==> src/sv/icmp_rw_pkg.sv <==
// shared constants, types and helpers for the icmp echo reply rewriter
package icmp_rw_pkg;

  // default depth of the header buffer in 16-bit words
  localparam int HDR_WORDS_DEF = 37;

  // field and counter widths
  localparam int WORD_W  = 16;
  localparam int BYTES_W = 2;
  localparam int IDX_W   = 6;
  localparam int IHL_W   = 4;
  // 30 summed words of 16 bits fit in 22 bits
  localparam int ACC_W   = 22;

  // icmp type codes
  localparam logic [7:0] ECHO_REQUEST = 8'h08;
  localparam logic [7:0] ECHO_REPLY   = 8'h00;

  // word positions within the frame
  localparam logic [IDX_W-1:0] FIRST_DEC     = 6'd17;
  localparam logic [IDX_W-1:0] IHL_IDX       = 6'd7;
  localparam logic [IDX_W-1:0] CSUM_IDX      = 6'd12;
  localparam logic [IDX_W-1:0] TYPE_IDX      = 6'd17;
  localparam logic [IDX_W-1:0] MAC_SRC_IDX   = 6'd3;
  localparam logic [IDX_W-1:0] IP_SRC_IDX    = 6'd13;
  localparam logic [IDX_W-1:0] IP_DST_IDX    = 6'd15;
  localparam logic [IDX_W-1:0] MAC_WORDS     = 6'd3;
  localparam logic [IDX_W-1:0] IP_ADDR_WORDS = 6'd2;
  localparam logic [IDX_W-1:0] DEC_BASE      = 6'd6;

  // byte count codes
  localparam logic [BYTES_W-1:0] BYTES_ONE = 2'd1;
  localparam logic [BYTES_W-1:0] BYTES_TWO = 2'd2;

  typedef enum logic [2:0] {
    ST_COLLECT,
    ST_DROP,
    ST_EMIT_RD,
    ST_EMIT_LD,
    ST_FORWARD
  } state_t;

  // controller to datapath
  typedef struct packed {
    logic hdr_wr;
    logic idx_clr;
    logic idx_inc;
    logic emit_start;
    logic rd_en;
    logic out_hdr;
    logic out_fwd;
  } cmd_t;

  // datapath to controller
  typedef struct packed {
    logic past_first;
    logic too_long;
    logic at_dec;
    logic echo;
    logic emit_done;
    logic emit_last;
    logic out_free;
  } sts_t;

  // buffer word that lands at reply position k (mac and ip address swap)
  function automatic logic [IDX_W-1:0] src_index(input logic [IDX_W-1:0] k);
    logic [IDX_W-1:0] s;
    s = k;
    if (k < MAC_SRC_IDX) begin
      s = k + MAC_SRC_IDX;
    end else if (k < MAC_SRC_IDX + MAC_WORDS) begin
      s = k - MAC_SRC_IDX;
    end else if (k >= IP_SRC_IDX && k < IP_DST_IDX) begin
      s = k + IP_ADDR_WORDS;
    end else if (k >= IP_DST_IDX && k < IP_DST_IDX + IP_ADDR_WORDS) begin
      s = k - IP_ADDR_WORDS;
    end
    return s;
  endfunction

endpackage

==> src/sv/icmp_rw_ram.sv <==
// generic single-port-write, registered-read ram
module icmp_rw_ram #(
  parameter int WIDTH = 16,
  parameter int DEPTH = 37,
  parameter int AW    = (DEPTH > 1) ? $clog2(DEPTH) : 1
) (
  input  logic             clk,
  input  logic             wr_en,
  input  logic [AW-1:0]    wr_addr,
  input  logic [WIDTH-1:0] wr_data,
  input  logic             rd_en,
  input  logic [AW-1:0]    rd_addr,
  output logic [WIDTH-1:0] rd_data
);

  logic [WIDTH-1:0] mem [DEPTH];
  logic [WIDTH-1:0] rd_data_r;

  // write port
  always_ff @(posedge clk) begin
    if (wr_en) begin
      mem[wr_addr] <= wr_data;
    end
  end

  // registered read port, holds when idle
  always_ff @(posedge clk) begin
    if (rd_en) begin
      rd_data_r <= mem[rd_addr];
    end
  end

  assign rd_data = rd_data_r;

endmodule

==> src/sv/icmp_rw_dp.sv <==
// datapath: header buffer, checksum accumulator, reply counter and output register
module icmp_rw_dp #(
  parameter int HDR_WORDS = icmp_rw_pkg::HDR_WORDS_DEF
) (
  input  logic                                clk,
  input  logic                                rst_n,
  input  icmp_rw_pkg::cmd_t                   cmd,
  output icmp_rw_pkg::sts_t                   sts,
  input  logic [icmp_rw_pkg::WORD_W-1:0]      in_word,
  input  logic [icmp_rw_pkg::BYTES_W-1:0]     in_bytes,
  input  logic                                in_last,
  output logic                                out_valid,
  input  logic                                out_ready,
  output logic [icmp_rw_pkg::WORD_W-1:0]      out_word,
  output logic [icmp_rw_pkg::BYTES_W-1:0]     out_bytes,
  output logic                                out_last
);
  import icmp_rw_pkg::*;

  localparam int AW = (HDR_WORDS > 1) ? $clog2(HDR_WORDS) : 1;
  localparam logic [IDX_W-1:0] DEPTH_IDX = IDX_W'(HDR_WORDS);
  localparam logic [IDX_W-1:0] MAX_DEC   = IDX_W'(HDR_WORDS - 1);

  logic [IDX_W-1:0]   idx_r, idx_nxt;
  logic [IHL_W-1:0]   hl_r;
  logic [ACC_W-1:0]   acc_r;
  logic               echo_r;
  logic [IDX_W-1:0]   k_r;
  logic [IDX_W-1:0]   d_r;
  logic [BYTES_W-1:0] nb_r;
  logic               last_r;
  logic               out_valid_r, out_valid_nxt;
  logic [WORD_W-1:0]  out_word_r;
  logic [BYTES_W-1:0] out_bytes_r;
  logic               out_last_r;

  logic [IHL_W-1:0]   hl_eff;
  logic [IDX_W-1:0]   sum_end;
  logic [IDX_W-1:0]   sum_pos;
  logic               in_sum;
  logic [WORD_W-1:0]  add_word;
  logic [IDX_W-1:0]   dec_raw;
  logic [IDX_W-1:0]   dec_idx;
  logic [BYTES_W-1:0] in_nb;
  logic [IDX_W-1:0]   src_idx;
  logic [WORD_W-1:0]  rd_data;
  logic [WORD_W:0]    fold1;
  logic [WORD_W-1:0]  fold2;
  logic [WORD_W-1:0]  csum;
  logic [WORD_W-1:0]  hdr_word;
  logic               is_dec_word;

  // checksum window: reply positions 7 .. 6+2*ihl, ihl taken live at word 7
  // an incoming word is counted at the position it lands on after the address swap
  assign hl_eff   = (idx_r == IHL_IDX) ? in_word[11:8] : hl_r;
  assign sum_end  = IHL_IDX + {1'b0, hl_eff, 1'b0};
  assign sum_pos  = src_index(idx_r);
  assign in_sum   = (sum_pos >= IHL_IDX) && (sum_pos < sum_end);

  // checksum field counts as zero, type byte counts as cleared
  always_comb begin
    if (idx_r == CSUM_IDX) begin
      add_word = '0;
    end else if (idx_r == TYPE_IDX) begin
      add_word = {ECHO_REPLY, in_word[7:0]};
    end else begin
      add_word = in_word;
    end
  end

  // decision word max(17, 6 + 2*ihl)
  assign dec_raw = DEC_BASE + {1'b0, hl_r, 1'b0};
  assign dec_idx = (dec_raw < FIRST_DEC) ? FIRST_DEC : dec_raw;

  assign in_nb = (in_bytes == BYTES_ONE) ? BYTES_ONE : BYTES_TWO;

  // status toward the controller
  assign sts.past_first = (idx_r >= FIRST_DEC);
  assign sts.too_long   = (dec_idx > MAX_DEC);
  assign sts.at_dec     = (idx_r == dec_idx);
  assign sts.echo       = (idx_r == TYPE_IDX) ? (in_word[15:8] == ECHO_REQUEST) : echo_r;
  assign sts.emit_done  = (k_r == d_r);
  assign sts.emit_last  = last_r;
  assign sts.out_free   = !out_valid_r || out_ready;

  // header buffer
  assign src_idx = src_index(k_r);

  icmp_rw_ram #(
    .WIDTH (WORD_W),
    .DEPTH (HDR_WORDS),
    .AW    (AW)
  ) u_hdr_ram (
    .clk     (clk),
    .wr_en   (cmd.hdr_wr && (idx_r < DEPTH_IDX)),
    .wr_addr (idx_r[AW-1:0]),
    .wr_data (in_word),
    .rd_en   (cmd.rd_en),
    .rd_addr (src_idx[AW-1:0]),
    .rd_data (rd_data)
  );

  // end-around carry fold and complement
  assign fold1 = {1'b0, acc_r[WORD_W-1:0]} + (WORD_W+1)'(acc_r[ACC_W-1:WORD_W]);
  assign fold2 = fold1[WORD_W-1:0] + WORD_W'(fold1[WORD_W]);
  assign csum  = ~fold2;

  // reply header word with checksum and type rewritten
  always_comb begin
    if (k_r == CSUM_IDX) begin
      hdr_word = csum;
    end else if (k_r == TYPE_IDX) begin
      hdr_word = {ECHO_REPLY, rd_data[7:0]};
    end else begin
      hdr_word = rd_data;
    end
  end
  assign is_dec_word = (k_r == d_r);

  // word index
  always_comb begin
    idx_nxt = idx_r;
    if (cmd.idx_clr) begin
      idx_nxt = '0;
    end else if (cmd.idx_inc) begin
      idx_nxt = idx_r + 1'b1;
    end
  end

  always_ff @(posedge clk) begin
    if (!rst_n) begin
      idx_r <= '0;
      hl_r  <= '0;
    end else begin
      idx_r <= idx_nxt;
      if (cmd.hdr_wr && idx_r == IHL_IDX) begin
        hl_r <= in_word[11:8];
      end
    end
  end

  // per-frame header bookkeeping
  always_ff @(posedge clk) begin
    if (cmd.hdr_wr) begin
      if (idx_r == TYPE_IDX) begin
        echo_r <= (in_word[15:8] == ECHO_REQUEST);
      end
      if (idx_r == '0) begin
        acc_r <= '0;
      end else if (in_sum) begin
        acc_r <= acc_r + ACC_W'(add_word);
      end
    end
    if (cmd.emit_start) begin
      d_r    <= dec_idx;
      nb_r   <= in_nb;
      last_r <= in_last;
      k_r    <= '0;
    end else if (cmd.out_hdr) begin
      k_r <= k_r + 1'b1;
    end
  end

  // output register
  always_comb begin
    if (cmd.out_hdr || cmd.out_fwd) begin
      out_valid_nxt = 1'b1;
    end else if (out_ready) begin
      out_valid_nxt = 1'b0;
    end else begin
      out_valid_nxt = out_valid_r;
    end
  end

  always_ff @(posedge clk) begin
    if (!rst_n) begin
      out_valid_r <= 1'b0;
    end else begin
      out_valid_r <= out_valid_nxt;
    end
  end

  always_ff @(posedge clk) begin
    if (cmd.out_hdr) begin
      out_word_r  <= hdr_word;
      out_bytes_r <= is_dec_word ? nb_r : BYTES_TWO;
      out_last_r  <= is_dec_word ? last_r : 1'b0;
    end else if (cmd.out_fwd) begin
      out_word_r  <= in_word;
      out_bytes_r <= in_nb;
      out_last_r  <= in_last;
    end
  end

  assign out_valid = out_valid_r;
  assign out_word  = out_word_r;
  assign out_bytes = out_bytes_r;
  assign out_last  = out_last_r;

endmodule

==> src/sv/icmp_rw_ctrl.sv <==
// controller: frame state machine that sequences collect, reply and forward
module icmp_rw_ctrl (
  input  logic                clk,
  input  logic                rst_n,
  input  logic                in_valid,
  input  logic                in_last,
  output logic                in_ready,
  input  icmp_rw_pkg::sts_t   sts,
  output icmp_rw_pkg::cmd_t   cmd,
  output icmp_rw_pkg::state_t state
);
  import icmp_rw_pkg::*;

  state_t state_r, state_nxt;
  logic   in_fire;

  assign in_fire = in_valid && in_ready;

  // next state
  always_comb begin
    state_nxt = state_r;
    unique case (state_r)
      ST_COLLECT: begin
        if (in_fire) begin
          if (sts.past_first && sts.too_long) begin
            state_nxt = in_last ? ST_COLLECT : ST_DROP;
          end else if (sts.past_first && sts.at_dec) begin
            if (!sts.echo) begin
              state_nxt = in_last ? ST_COLLECT : ST_DROP;
            end else begin
              state_nxt = ST_EMIT_RD;
            end
          end
        end
      end
      ST_DROP: begin
        if (in_fire && in_last) begin
          state_nxt = ST_COLLECT;
        end
      end
      ST_EMIT_RD: begin
        state_nxt = ST_EMIT_LD;
      end
      ST_EMIT_LD: begin
        if (sts.out_free) begin
          if (!sts.emit_done) begin
            state_nxt = ST_EMIT_RD;
          end else begin
            state_nxt = sts.emit_last ? ST_COLLECT : ST_FORWARD;
          end
        end
      end
      ST_FORWARD: begin
        if (in_fire && in_last) begin
          state_nxt = ST_COLLECT;
        end
      end
      default: state_nxt = ST_COLLECT;
    endcase
  end

  // outputs and datapath commands
  always_comb begin
    cmd      = '0;
    in_ready = 1'b0;
    unique case (state_r)
      ST_COLLECT: begin
        in_ready   = 1'b1;
        cmd.hdr_wr = in_fire;
        if (in_fire) begin
          if (sts.past_first && (sts.too_long || sts.at_dec)) begin
            cmd.idx_clr    = 1'b1;
            cmd.emit_start = !sts.too_long && sts.echo;
          end else if (in_last) begin
            cmd.idx_clr = 1'b1;
          end else begin
            cmd.idx_inc = 1'b1;
          end
        end
      end
      ST_DROP: begin
        in_ready = 1'b1;
      end
      ST_EMIT_RD: begin
        cmd.rd_en = 1'b1;
      end
      ST_EMIT_LD: begin
        cmd.out_hdr = sts.out_free;
      end
      ST_FORWARD: begin
        in_ready    = sts.out_free;
        cmd.out_fwd = in_fire;
      end
      default: begin
        in_ready = 1'b0;
      end
    endcase
  end

  always_ff @(posedge clk) begin
    if (!rst_n) begin
      state_r <= ST_COLLECT;
    end else begin
      state_r <= state_nxt;
    end
  end

  assign state = state_r;

endmodule

==> src/sv/icmp_echo_reply_rewriter.sv <==
// top level of the icmp echo reply rewriter
//
// Input channel (in_*): one ethernet frame as big-endian 16-bit words, one
// transfer per word, in_last on the final word. Output channel (out_*): the
// echo reply frame in the same format. Frames whose icmp type is not echo
// request, or that end before the decision word D = max(17, 6 + 2*IHL),
// produce no output at all.
// Header words are written into a buffer ram at one word per cycle. Once word
// D is taken, input stalls while the reply header (D+1 words) is read back
// with mac and ip addresses swapped, type cleared and a fresh ip checksum:
// each header word takes a ram read state, then an output load state that
// waits for a free output register. After that the rest of the frame passes
// through the output register at one word per cycle while out_ready allows.
// A stall on out_ready holds the output register; during forwarding it stalls
// the input, during header collection the input keeps flowing.
// Reset returns to header collection with an empty output register; buffer
// contents are not cleared and are never read before being written.
module icmp_echo_reply_rewriter #(
  parameter int HDR_WORDS = icmp_rw_pkg::HDR_WORDS_DEF
) (
  input  logic                             clk,
  input  logic                             rst_n,
  input  logic                             in_valid,
  output logic                             in_ready,
  input  logic [icmp_rw_pkg::WORD_W-1:0]   in_word,
  input  logic [icmp_rw_pkg::BYTES_W-1:0]  in_bytes,
  input  logic                             in_last,
  output logic                             out_valid,
  input  logic                             out_ready,
  output logic [icmp_rw_pkg::WORD_W-1:0]   out_word,
  output logic [icmp_rw_pkg::BYTES_W-1:0]  out_bytes,
  output logic                             out_last
);
  import icmp_rw_pkg::*;

  cmd_t   cmd;
  sts_t   sts;
  state_t state;

  // frame sequencer
  icmp_rw_ctrl u_ctrl (
    .clk      (clk),
    .rst_n    (rst_n),
    .in_valid (in_valid),
    .in_last  (in_last),
    .in_ready (in_ready),
    .sts      (sts),
    .cmd      (cmd),
    .state    (state)
  );

  // buffer, checksum and output register
  icmp_rw_dp #(
    .HDR_WORDS (HDR_WORDS)
  ) u_dp (
    .clk       (clk),
    .rst_n     (rst_n),
    .cmd       (cmd),
    .sts       (sts),
    .in_word   (in_word),
    .in_bytes  (in_bytes),
    .in_last   (in_last),
    .out_valid (out_valid),
    .out_ready (out_ready),
    .out_word  (out_word),
    .out_bytes (out_bytes),
    .out_last  (out_last)
  );

  // input is held off while the reply header is read out
  a_no_input_during_reply: assert property (
    @(posedge clk) disable iff (!rst_n)
    (state == ST_EMIT_RD || state == ST_EMIT_LD) |-> !in_ready
  ) else $error("input accepted while reply header is being sent");

  // output words only appear from header readout or forwarding
  a_out_load_source: assert property (
    @(posedge clk) disable iff (!rst_n)
    $rose(out_valid) |-> $past(state == ST_EMIT_LD || state == ST_FORWARD)
  ) else $error("output loaded outside readout or forwarding");

  // after the closing transfer of a reply the block is not forwarding
  a_last_ends_frame: assert property (
    @(posedge clk) disable iff (!rst_n)
    (out_valid && out_ready && out_last) |=> (state != ST_FORWARD)
  ) else $error("still forwarding after the final reply word");

endmodule
==> config.mk <==
export PLATFORM = sky130hd
export DESIGN_NAME = icmp_echo_reply_rewriter
export DESIGN_NICKNAME = d
export VERILOG_FILES = /design/src/sv/icmp_rw_pkg.sv /design/src/sv/icmp_rw_ram.sv /design/src/sv/icmp_rw_dp.sv /design/src/sv/icmp_rw_ctrl.sv /design/src/sv/icmp_echo_reply_rewriter.sv
export SDC_FILE = /design/constraint.sdc
export NUM_CORES = 1
export LEC_CHECK = 0
export BUFFER_PORTS_ARGS = -buffer_cell sky130_fd_sc_hd__buf_4
export CORE_MARGIN = 2
export CORE_UTILIZATION = 57
export DETAILED_ROUTE_END_ITERATION = 12
export PLACE_DENSITY = 0.82
export SYNTH_ARGS = -nofsm -noshare
export SYNTH_HDL_FRONTEND = slang
export SYNTH_SLANG_ARGS = --single-unit
==> constraint.sdc <==
create_clock -name clk -period 3.8 [get_ports clk]
set_input_delay 0 -clock clk [delete_from_list [all_inputs] [get_ports clk]]
set_output_delay 0 -clock clk [all_outputs]
set_load 0.01 [all_outputs]
* Word level (Yosys, flattened, before mapping)
Memories as Yosys holds them, arrays and structs flattened. A register that Yosys moved wholly into a read port is not among the register bits. Index checks and enable logic that the tools add are counted.
Storage, ports and cells: bits in registers 71, latch bits 0, memory bits (writable) 592, bits in read-only memories 0, bits of input ports 23, logic and storage cells 144, memories 1
Operators by class: add/subtract/negate cells 15, multiply operators 0, divide/modulo/power cells 0, order comparisons 18, eq/ne operators 17, shift-type cells 0, mux-type cells 50, bitwise gates (word level) 2, reduce and logical (&&, ||, !) cells 28
Memories:
- u_dp.u_hdr_ram.mem | words 37, width 16, rd ports 1, clocked after memory_dff 1, wr ports 1, RTL line icmp_rw_ram.sv:16 | logic [WIDTH-1:0] mem [DEPTH];
Operator list (count):
- $mux W16 | 6
- $mux W6 | 9
- $mux W3 | 9
- $add A6 B2 Y6 const B | 4
- $ge A6 B4 Y1 const B | 4
- $sub A6 B2 Y6 const B | 4
- $add A22 B16 Y22 | 1
- $mux W22 | 1
- $lt A6 B5 Y1 const B | 3
- $add A16 B6 Y17 | 1
- $mux W1 | 17
- $add A16 B1 Y16 | 1
- $not A16 Y16 | 1
- $logic_and A1 B1 Y1 | 13
- $add A3 B5 Y6 const A | 2
- $add A6 B1 Y6 const B | 2
- $eq A6 B4 Y1 const B | 2
- $eq A6 B5 Y1 const B | 2
- $eq A6 B6 Y1 | 2
- $lt A6 B2 Y1 const B | 2
- $lt A6 B3 Y1 const B | 2
- $lt A6 B4 Y1 const B | 2
- $pmux W3 S4 | 1
- $eq A8 B4 Y1 const B | 1
- other kinds (24) | 38

* Logic depth before layout (Yosys ltp)
Gate-level depths: netlist of run 1.
depth after elaboration 12, gate-level depth with buffers 17, gate-level depth less buffers 15

* Modules after synthesis
Synthesis of run 1 repeated with hierarchy kept, for this count alone.
Second synthesis, totals: cells, all modules 1955, area, all modules 29906.2 µm²
Modules (own cells, without submodules):
- icmp_rw_ram | instances 1, cells each 1247, area each 23912.9 µm²
- icmp_rw_dp | instances 1, cells each 667, area each 5706.7 µm²
- icmp_rw_ctrl | instances 1, cells each 41, area each 286.5 µm²

* Least setup slack after synthesis of run 1
No wires, ideal clock.
path type reg2reg, from register u_dp.idx_r[1], to register u_dp.acc_r[18], data pin, library setup time 0.270 ns, arrival 3.806 ns, required time 3.530 ns, path slack -0.276 ns, cell stages (with the launch flop) 18, path buffers 2, clock period less this slack 4.076 ns, path through dfxtp_1 clkbuf_1 inv_1 ha_1 nand3_1 clkbuf_1 and2_1 ha_1 fa_1 a21oi_1 o211ai_1 o41ai_1 o31ai_1 o211ai_1 nor2_1 a211oi_1 or3_1 a21oi_1
Between the ends: cells in the longest elaborated chain, start to end 5
Ends and longest elaborated chain:
- start: declaration | RTL line icmp_rw_dp.sv:24 | logic [IDX_W-1:0] idx_r, idx_nxt;
- start signal: assignment | RTL line icmp_rw_dp.sv:135 | idx_r <= idx_nxt;
- $eq A6 B5 Y1 | RTL line icmp_rw_dp.sv:64 | end else if (idx_r == TYPE_IDX) begin
- $mux W16 | RTL line icmp_rw_dp.sv:64
- $mux W16 | RTL line icmp_rw_dp.sv:62 | if (idx_r == CSUM_IDX) begin
- $add A22 B16 Y22 | RTL line icmp_rw_dp.sv:151 | acc_r <= acc_r + ACC_W'(add_word);
- $mux W22 | RTL line icmp_rw_dp.sv:150 | end else if (in_sum) begin
- end signal: assignment | RTL line icmp_rw_dp.sv:151
- end: declaration | RTL line icmp_rw_dp.sv:26 | logic [ACC_W-1:0] acc_r;
Several ways; a longest one is shown, not always the timed one. The select of a mux whose other input is x is not followed. A chain may end at the register's enable or synchronous reset.

* Final worst setup path of run 1
Ends and elaborated chain as after synthesis.

==> metrics.csv, run 1 <==
metric,value,unit
post-dp-hpwl,43850,um
max-slew-margin-rel,24.34,%
register_bit_count_reported_by_yosys,679,
clock_latency,0.61,ns
cts.root.buffer_cell,sky130_fd_sc_hd__clkbuf_16,
worstRegToRegCells,16,
crit_cells,16,
row_count,82,
holdWs,0.07167,ns
critical-path-top-delay-family,compound AO/OA/AOI/OAI gates,
yosys.area_share.adder,2.199,%
yosysWarnings,0,
numCtsBuffers,67,
port-buffer-count,43,
grt_first_pass_wirelength,109000,um
async_flop_share,0,%
worst_slew_pin_slew,1.134,ns
critPathKind,reg -> reg,
timing.max_cap.violations,0,
final_net_count,1998,
worstSetupStartpoint,u_dp.idx_r[1]$_SDFFE_PP0P_,
worst_setup_path_end_kind,flop,
critical_path.max_stage_delay,0.38,ns
min_from,in_word[5],
leakagePower,10.94,nW
final_layout_size_suffix_gt1_share,19.61,%
r2r_slack,0.17,ns
filler_cell_count,3257,
die_area,0.05272,mm^2
grt_usage,28.04,%
top_level_ports,44,
p_sw,3.142,mW
cts-root-to-sink-buffers,3,
cell_type_of_the_slowest_stage_on_the_worst_timing_path,sky130_fd_sc_hd__ha_1,
worst_clock_skew,0.01909,ns
initial_utilization,57.83,%
syn2layout_area_growth,13.56,%
synth.distinct_cells,74,
grt_max_degree,57,
ant_nets,0,
synth-compound-area-share,7.068,%
detailroute.via_count,17420,
floorplan.core_area,0.05017,mm^2
drt_pass1_iterations,5,
final.setup.tns,0,ns
routedWlPerCell,27.47,um
synthesized_area_per_cell,16.24,um^2
sequentialPowerShare,54.9,%
ir_drop,0.5076,mV
layout_min_cycle_time,3.627,ns
grt.overflow.total,0,
yosys.area_share.simple,6.956,%
finalSetupViolCount,0,
crit-reg2reg-launch,u_dp.idx_r[1]$_SDFFE_PP0P_,
synth.cell_area,0.02901,mm^2
combPwrFrac,4.1,%
switching_share,20.80,%
layout_worst_path_cycle_share,95.44,%
htree_levels,3,
arrival,4.07,ns
power.clock.fraction,41.0,%
cp.buffers_inverters,3,
r2r-end,u_dp.acc_r[18]$_SDFFCE_PN0P_,
grt_pass1_vias,17310,
cell_internal_pwr,11.97,mW
final_hold_viol_count,0,
hold_path_depth,2,
synth.yosys.seq_area_share,69.58,%
avgViaCountPerCell,6.583,
syn-num-nets,1859,
min_path_type,in -> reg,
layout_common_cells,"sky130_fd_sc_hd__edfxtp_1 (659), sky130_fd_sc_hd__buf_4 (127), sky130_fd_sc_hd__mux4_2 (126)",
clk_transition_reported_paths,0.06,ns
totalWireLength,72730,um
critical_path.cell_chain,inv_2 -> ha_1 -> nand3_2 -> buf_4 -> and2_1 -> ha_1 -> nand3_1 -> o211ai_1 -> o41ai_2 -> o31ai_1 -> o211ai_1 -> nor2_1 -> a211oi_2 -> buf_4 -> or3_1 -> a21oi_1,
main_combinational_cell_family_by_area_after_synthesis,multiplexers,
clock-sinks,679,
ys.flop_type,sky130_fd_sc_hd__edfxtp_1,
drc_errors,0,
worst_hold_path.endpoint,u_dp.u_hdr_ram.mem[10][5]$_DFFE_PP_,
timing.final.max_slew_violations,0,
die_height,229.6,um
number_of_flops_mapped_to_enable_cells_by_yosys,659,
layout_commonest_cell,sky130_fd_sc_hd__edfxtp_1,
syn_inst,1787,
worst-path-max-fanout,11,
antenna_violations_before_repair,4,
synth.mux.area_fraction,10.56,%
floorplan.die.width,229.6,um
required,4.25,ns
dr.first_iter.drc_count,2251,
globalplace.congestion,0.9378,
synthXorXnorAreaFrac,1.751,%
critical_path_start_type,flop,
fmax,0.2757,GHz
power.density_cell_area,458.5,mW/mm^2
status,finished clean,
tritoncts,done,
worst reg2reg max path, cell delays in order, from the launching register on:
cell and delay [ns]:
sky130_fd_sc_hd__dfxtp_1 0.32, sky130_fd_sc_hd__inv_2 0.12, sky130_fd_sc_hd__ha_1 0.20, sky130_fd_sc_hd__nand3_2 0.16, sky130_fd_sc_hd__buf_4 0.21, sky130_fd_sc_hd__and2_1 0.17
sky130_fd_sc_hd__ha_1 0.38, sky130_fd_sc_hd__nand3_1 0.10, sky130_fd_sc_hd__o211ai_1 0.27, sky130_fd_sc_hd__o41ai_2 0.12, sky130_fd_sc_hd__o31ai_1 0.37, sky130_fd_sc_hd__o211ai_1 0.15
sky130_fd_sc_hd__nor2_1 0.17, sky130_fd_sc_hd__a211oi_2 0.06, sky130_fd_sc_hd__buf_4 0.15, sky130_fd_sc_hd__or3_1 0.35, sky130_fd_sc_hd__a21oi_1 0.17
how the worst max path moves through the flow:
stage                                   endpoint  slack, ns
floorplan           u_dp.acc_r[16]$_SDFFCE_PN0P_      0.005
global placement    u_dp.acc_r[16]$_SDFFCE_PN0P_       0.21
detailed placement  u_dp.acc_r[18]$_SDFFCE_PN0P_       0.07
CTS                 u_dp.acc_r[18]$_SDFFCE_PN0P_       0.05
global route        u_dp.acc_r[16]$_SDFFCE_PN0P_      -0.04
finish              u_dp.acc_r[18]$_SDFFCE_PN0P_       0.17
registers in the layout, indices dropped and copies added (netlist names):
| name | flops |
|---|---|
| u_ctrl.state | 3 |
| u_dp.acc_r | 22 |
| u_dp.d_r | 6 |
| u_dp.echo_r | 1 |
| u_dp.hl_r | 4 |
| u_dp.idx_r | 6 |
| u_dp.k_r | 6 |
| u_dp.last_r | 1 |
| u_dp.nb_r | 2 |
| u_dp.out_bytes | 2 |
| u_dp.out_last | 1 |
| u_dp.out_valid | 1 |
| u_dp.out_word | 16 |
| u_dp.u_hdr_ram.mem | 592 |
| u_dp.u_hdr_ram.rd_data | 16 |
routing by layer:
metal,vias to the layer above,GRT usage [%],wire [um]
met5,-,0,0
met4,0,11.28,3032
met3,175,4.544,6447
met2,1031,47.23,36710
met1,8843,36.77,26540
li1,7375,-,-
synth_stat cells, drive strengths merged, types with 22 or more instances:
| master | n | area, um^2 |
|---|---|---|
| nand4 | 27 | 168.9 |
| nand2 | 109 | 409.1 |
| inv | 35 | 131.4 |
| clkbuf | 46 | 172.7 |
| xnor2 | 36 | 315.3 |
| and2 | 26 | 162.7 |
| a21oi | 97 | 493.0 |
| a22o | 31 | 271.5 |
| and3 | 26 | 162.7 |
| ha | 47 | 588.1 |
| edfxtp | 659 | 19790 |
| nor3 | 24 | 147.6 |
| buf | 43 | 239.0 |
| xor2 | 22 | 192.7 |
| mux4 | 126 | 2838 |
| o21ai | 42 | 210.2 |
| nand3 | 24 | 120.1 |
| a31oi | 23 | 143.9 |
| nor2 | 126 | 478.0 |
| a22oi | 32 | 240.2 |
cell type report:
type | instances | area (um^2) | share of cell area, %
Sequential cell | 679 | 20190 | 61.27
Multi-Input combinational cell | 983 | 8359 | 25.37
Tap cell | 672 | 840.8 | 2.552
Clock buffer | 93 | 1859 | 5.643
Clock inverter | 23 | 166.4 | 0.5051
Inverter | 36 | 135.1 | 0.4101
Timing Repair Buffer | 159 | 1394 | 4.230
Antenna cell | 2 | 5.005 | 0.01519
stage by stage:
step | util, % | instances | power (mW) | area (um^2) | setup WS, ns
after floorplan | - | 1787 | 8.767 | 29030 | 0.004917
final | 65.67 | 2647 | 15.11 | 32950 | 0.1732
after global routing | 65.66 | 2645 | 15.49 | 32940 | -0.04494
after global placement | 61.16 | 2507 | 9.004 | 30680 | 0.2082
after CTS | 65.59 | 2643 | 15.15 | 32910 | 0.04872
after detailed placement | 61.16 | 2507 | 9.025 | 30680 | 0.07241
logic make-up (layout without fill, tap and decap cells):
logic type / Yosys count / in the layout
AOI/OAI and AO/OA: 312 / 312
DFF: 679 / 679
adders and majority gates: 50 / 50
muxes: 148 / 148
other: 0 / 2
buffers and inverters: 125 / 311
xor gates and xnor gates: 58 / 58
and+or+nand+nor: 415 / 415
power groups by stage:
| stage | Combinational (mW) | Clock (mW) | Sequential [mW] |
|---|---|---|---|
| finish | 0.615 | 6.20 | 8.30 |
| global placement | 0.555 | 0 | 8.45 |
| global route | 0.670 | 6.53 | 8.29 |
| detailed placement | 0.574 | 0 | 8.45 |
| floorplan | 0.333 | 0 | 8.43 |
| CTS | 0.598 | 6.26 | 8.29 |
repair_timing:
action	4_1_cts	5_1_grt
setup buffers	0	2
hold buffers	20	0
resized for setup	0	6
endpoints found under the hold margin	540	0
endpoints found under the setup margin	0	8
No activity file was read; power rests on OpenSTA's default activity.
==> run 2: changes to the inputs <==
--- a/config.mk
+++ b/config.mk
@@ -10,6 +10,7 @@
 export CORE_UTILIZATION = 57
 export DETAILED_ROUTE_END_ITERATION = 12
 export PLACE_DENSITY = 0.82
+export SETUP_SLACK_MARGIN = 0.4
 export SYNTH_ARGS = -nofsm -noshare
 export SYNTH_HDL_FRONTEND = slang
 export SYNTH_SLANG_ARGS = --single-unit
==> constraint.sdc (replaced) <==
create_clock -name clk -period 3.8 [get_ports clk]
set_input_delay 0.19 -clock clk [delete_from_list [all_inputs] [get_ports clk]]
set_output_delay 0.19 -clock clk [all_outputs]
set_load 0.01 [all_outputs]
==> metrics.csv, run 2 (synthesis gave the netlist of run 1 again) <==
metric,value,unit
worst_clock_skew,0.02175,ns
layout_commonest_cell,sky130_fd_sc_hd__edfxtp_1,
clk_transition_reported_paths,0.07,ns
timing.final.max_slew_violations,0,
sequentialPowerShare,52.8,%
critPathKind,reg -> reg,
critical_path.cell_chain,nor3b_4 -> nand3_4 -> and2_4 -> ha_4 -> fa_2 -> a21oi_4 -> o211ai_1 -> o41ai_2 -> o31ai_2 -> o211ai_1 -> nor2_1 -> a211oi_2 -> buf_4 -> xor2_1 -> nor2_1,
routedWlPerCell,29.02,um
leakagePower,11.20,nW
cp.buffers_inverters,1,
layout_common_cells,"sky130_fd_sc_hd__edfxtp_1 (659), sky130_fd_sc_hd__buf_4 (159), sky130_fd_sc_hd__mux4_2 (126)",
min_path_type,in -> reg,
syn2layout_area_growth,15.86,%
floorplan.core_area,0.05017,mm^2
final.setup.tns,0,ns
critical_path_start_type,flop,
final_hold_viol_count,0,
grt_pass1_vias,17520,
route.layer.met1.wl,28110,um
grt_usage,29.28,%
ir_drop,0.3981,mV
combPwrFrac,4.2,%
drt_pass1_iterations,6,
layout_min_cycle_time,3.435,ns
post-dp-hpwl,46390,um
clock-sinks,679,
drc_errors,0,
timing.max_cap.violations,0,
final_net_count,2022,
final_layout_size_suffix_gt1_share,24.75,%
port-buffer-count,43,
met3WireLength,8231,um
layout.core_utilization,67.00,%
critical_path.max_stage_delay,0.39,ns
finalSetupViolCount,0,
cell_internal_pwr,12.44,mW
grt.overflow.total,0,
multiInputGateArea,0.008657,mm^2
dr.first_iter.drc_count,2396,
worst_setup_path_end_kind,flop,
power.density_cell_area,467.1,mW/mm^2
grt_max_degree,45,
die_height,229.6,um
max-slew-margin-rel,29.22,%
worst-path-max-fanout,6,
numCtsBuffers,67,
largest_register_ff_count,592,
top_signal_layer_used,met5,
die_area,0.05272,mm^2
status,finished clean,
antenna_violations_before_repair,2,
detailroute.via_count,18130,
arrival,3.78,ns
filler_cell_count,3120,
r2r_slack,0.36,ns
power.clock.fraction,43.0,%
floorplan.die.width,229.6,um
wl_met2,37960,um
clock_latency,0.60,ns
layout_worst_path_cycle_share,90.40,%
final-seq-area,0.02020,mm^2
post_placement_cell_count,2513,
ant_nets,0,
required,4.15,ns
cts-root-to-sink-buffers,3,
cell_type_of_the_slowest_stage_on_the_worst_timing_path,sky130_fd_sc_hd__o41ai_2,
tritoncts,done,
htree_levels,3,
totalWireLength,77540,um
avgViaCountPerCell,6.785,
top_level_ports,44,
top_regs,"u_dp.u_hdr_ram.mem x592, u_dp.acc_r x22",
worst_slew_pin_slew,1.061,ns
switching_share,20.74,%
largest_register,u_dp.u_hdr_ram.mem,
diode_insertion_count_for_antenna_repair,0,
initial_utilization,57.83,%
grt_first_pass_wirelength,112900,um
p_sw,3.256,mW
row_count,82,
setup_repair_after_global_routing_missed_its_margin,true,
cts.root.buffer_cell,sky130_fd_sc_hd__clkbuf_16,
fmax,0.2911,GHz
globalplace.congestion,0.9044,
critical-path-top-delay-family,compound AO/OA/AOI/OAI gates,
post_layout_nonfiller_instances,2672,
==> run 2: cell count changes in the layout (fill, tap and decap cells not counted), sizes merged <==
cell	delta
bufinv	+8
clkinvlp	+3
clkbuf	-13
dlygate4sd3	-13
clkinv	+7
buf	+35
diode	-2
==> run 2: power by group through the flow <==
stage                     registers, mW  clock network [mW]  logic (mW)
after global routing               8.29                7.03       0.712
after CTS                          8.29                6.79       0.615
final                              8.29                6.75       0.662
after detailed placement           8.45                   0       0.594
after global placement             8.45                   0       0.566
after floorplan                    8.43                   0       0.340
==> run 2: through the flow <==
stage                     area (um^2)  total power, mW  hold WS (ns)  setup slack [ns]
after global routing            33620            16.03       0.08937            0.1945
after floorplan                 29140            8.775        0.2889            0.4163
after CTS                       33200            15.69       0.03207            0.3822
after detailed placement        30770            9.045        0.4222            0.2407
final                           33620            15.70       0.06443            0.3648
after global placement          30770            9.014        0.4216            0.3749
==> run 2: final cells by class <==
cell class / count / area share [%]
clock buffer: 78 / 5.267
clock inverter: 41 / 1.306
tap: 672 / 2.501
sequential: 679 / 60.08
multi-input combinational: 983 / 25.75
inverter: 36 / 0.4243
timing repair buffer: 183 / 4.671
==> run 2: worst paths after layout <==
kind / from / endpoint / cells after the start
worst max-delay path: u_dp.idx_r[3]$_SDFFE_PP0P_ / u_dp.acc_r[16]$_SDFFCE_PN0P_ / 15
worst min-delay path: in_bytes[0] / u_dp.out_bytes[0]$_DFFE_PP_ / 3
worst max register to register: u_dp.idx_r[3]$_SDFFE_PP0P_ / u_dp.acc_r[16]$_SDFFCE_PN0P_ / 15
worst min register to register: u_dp.last_r$_DFFE_PP_ / u_ctrl.state[2]$_SDFFE_PN0P_ / 2
==> run 2: tightest hold or removal path, delay by kind of cell <==
| family | cells | cell delay (ns) |
|---|---|---|
| simple gates | 1 | 0.08 |
| buf+inv | 1 | 0.08 |
| compound gates | 1 | 0.17 |
==> run 2: metal layers <==
layer,GRT usage (%),vias to the layer above
li1,-,7426
met1,38.75,9184
met2,48.40,1292
met3,6.063,224
met4,10.67,4
met5,0,-
==> run 2: repair_timing <==
action / CTS / global route
resized for setup: 21 / 56
endpoints found under the setup margin: 46 / 53
cloned: 0 / 3
pin swaps: 7 / 26
buffers inserted: 9 / 21
hold endpoints to repair: 13 / 0
hold buffers: 7 / 0
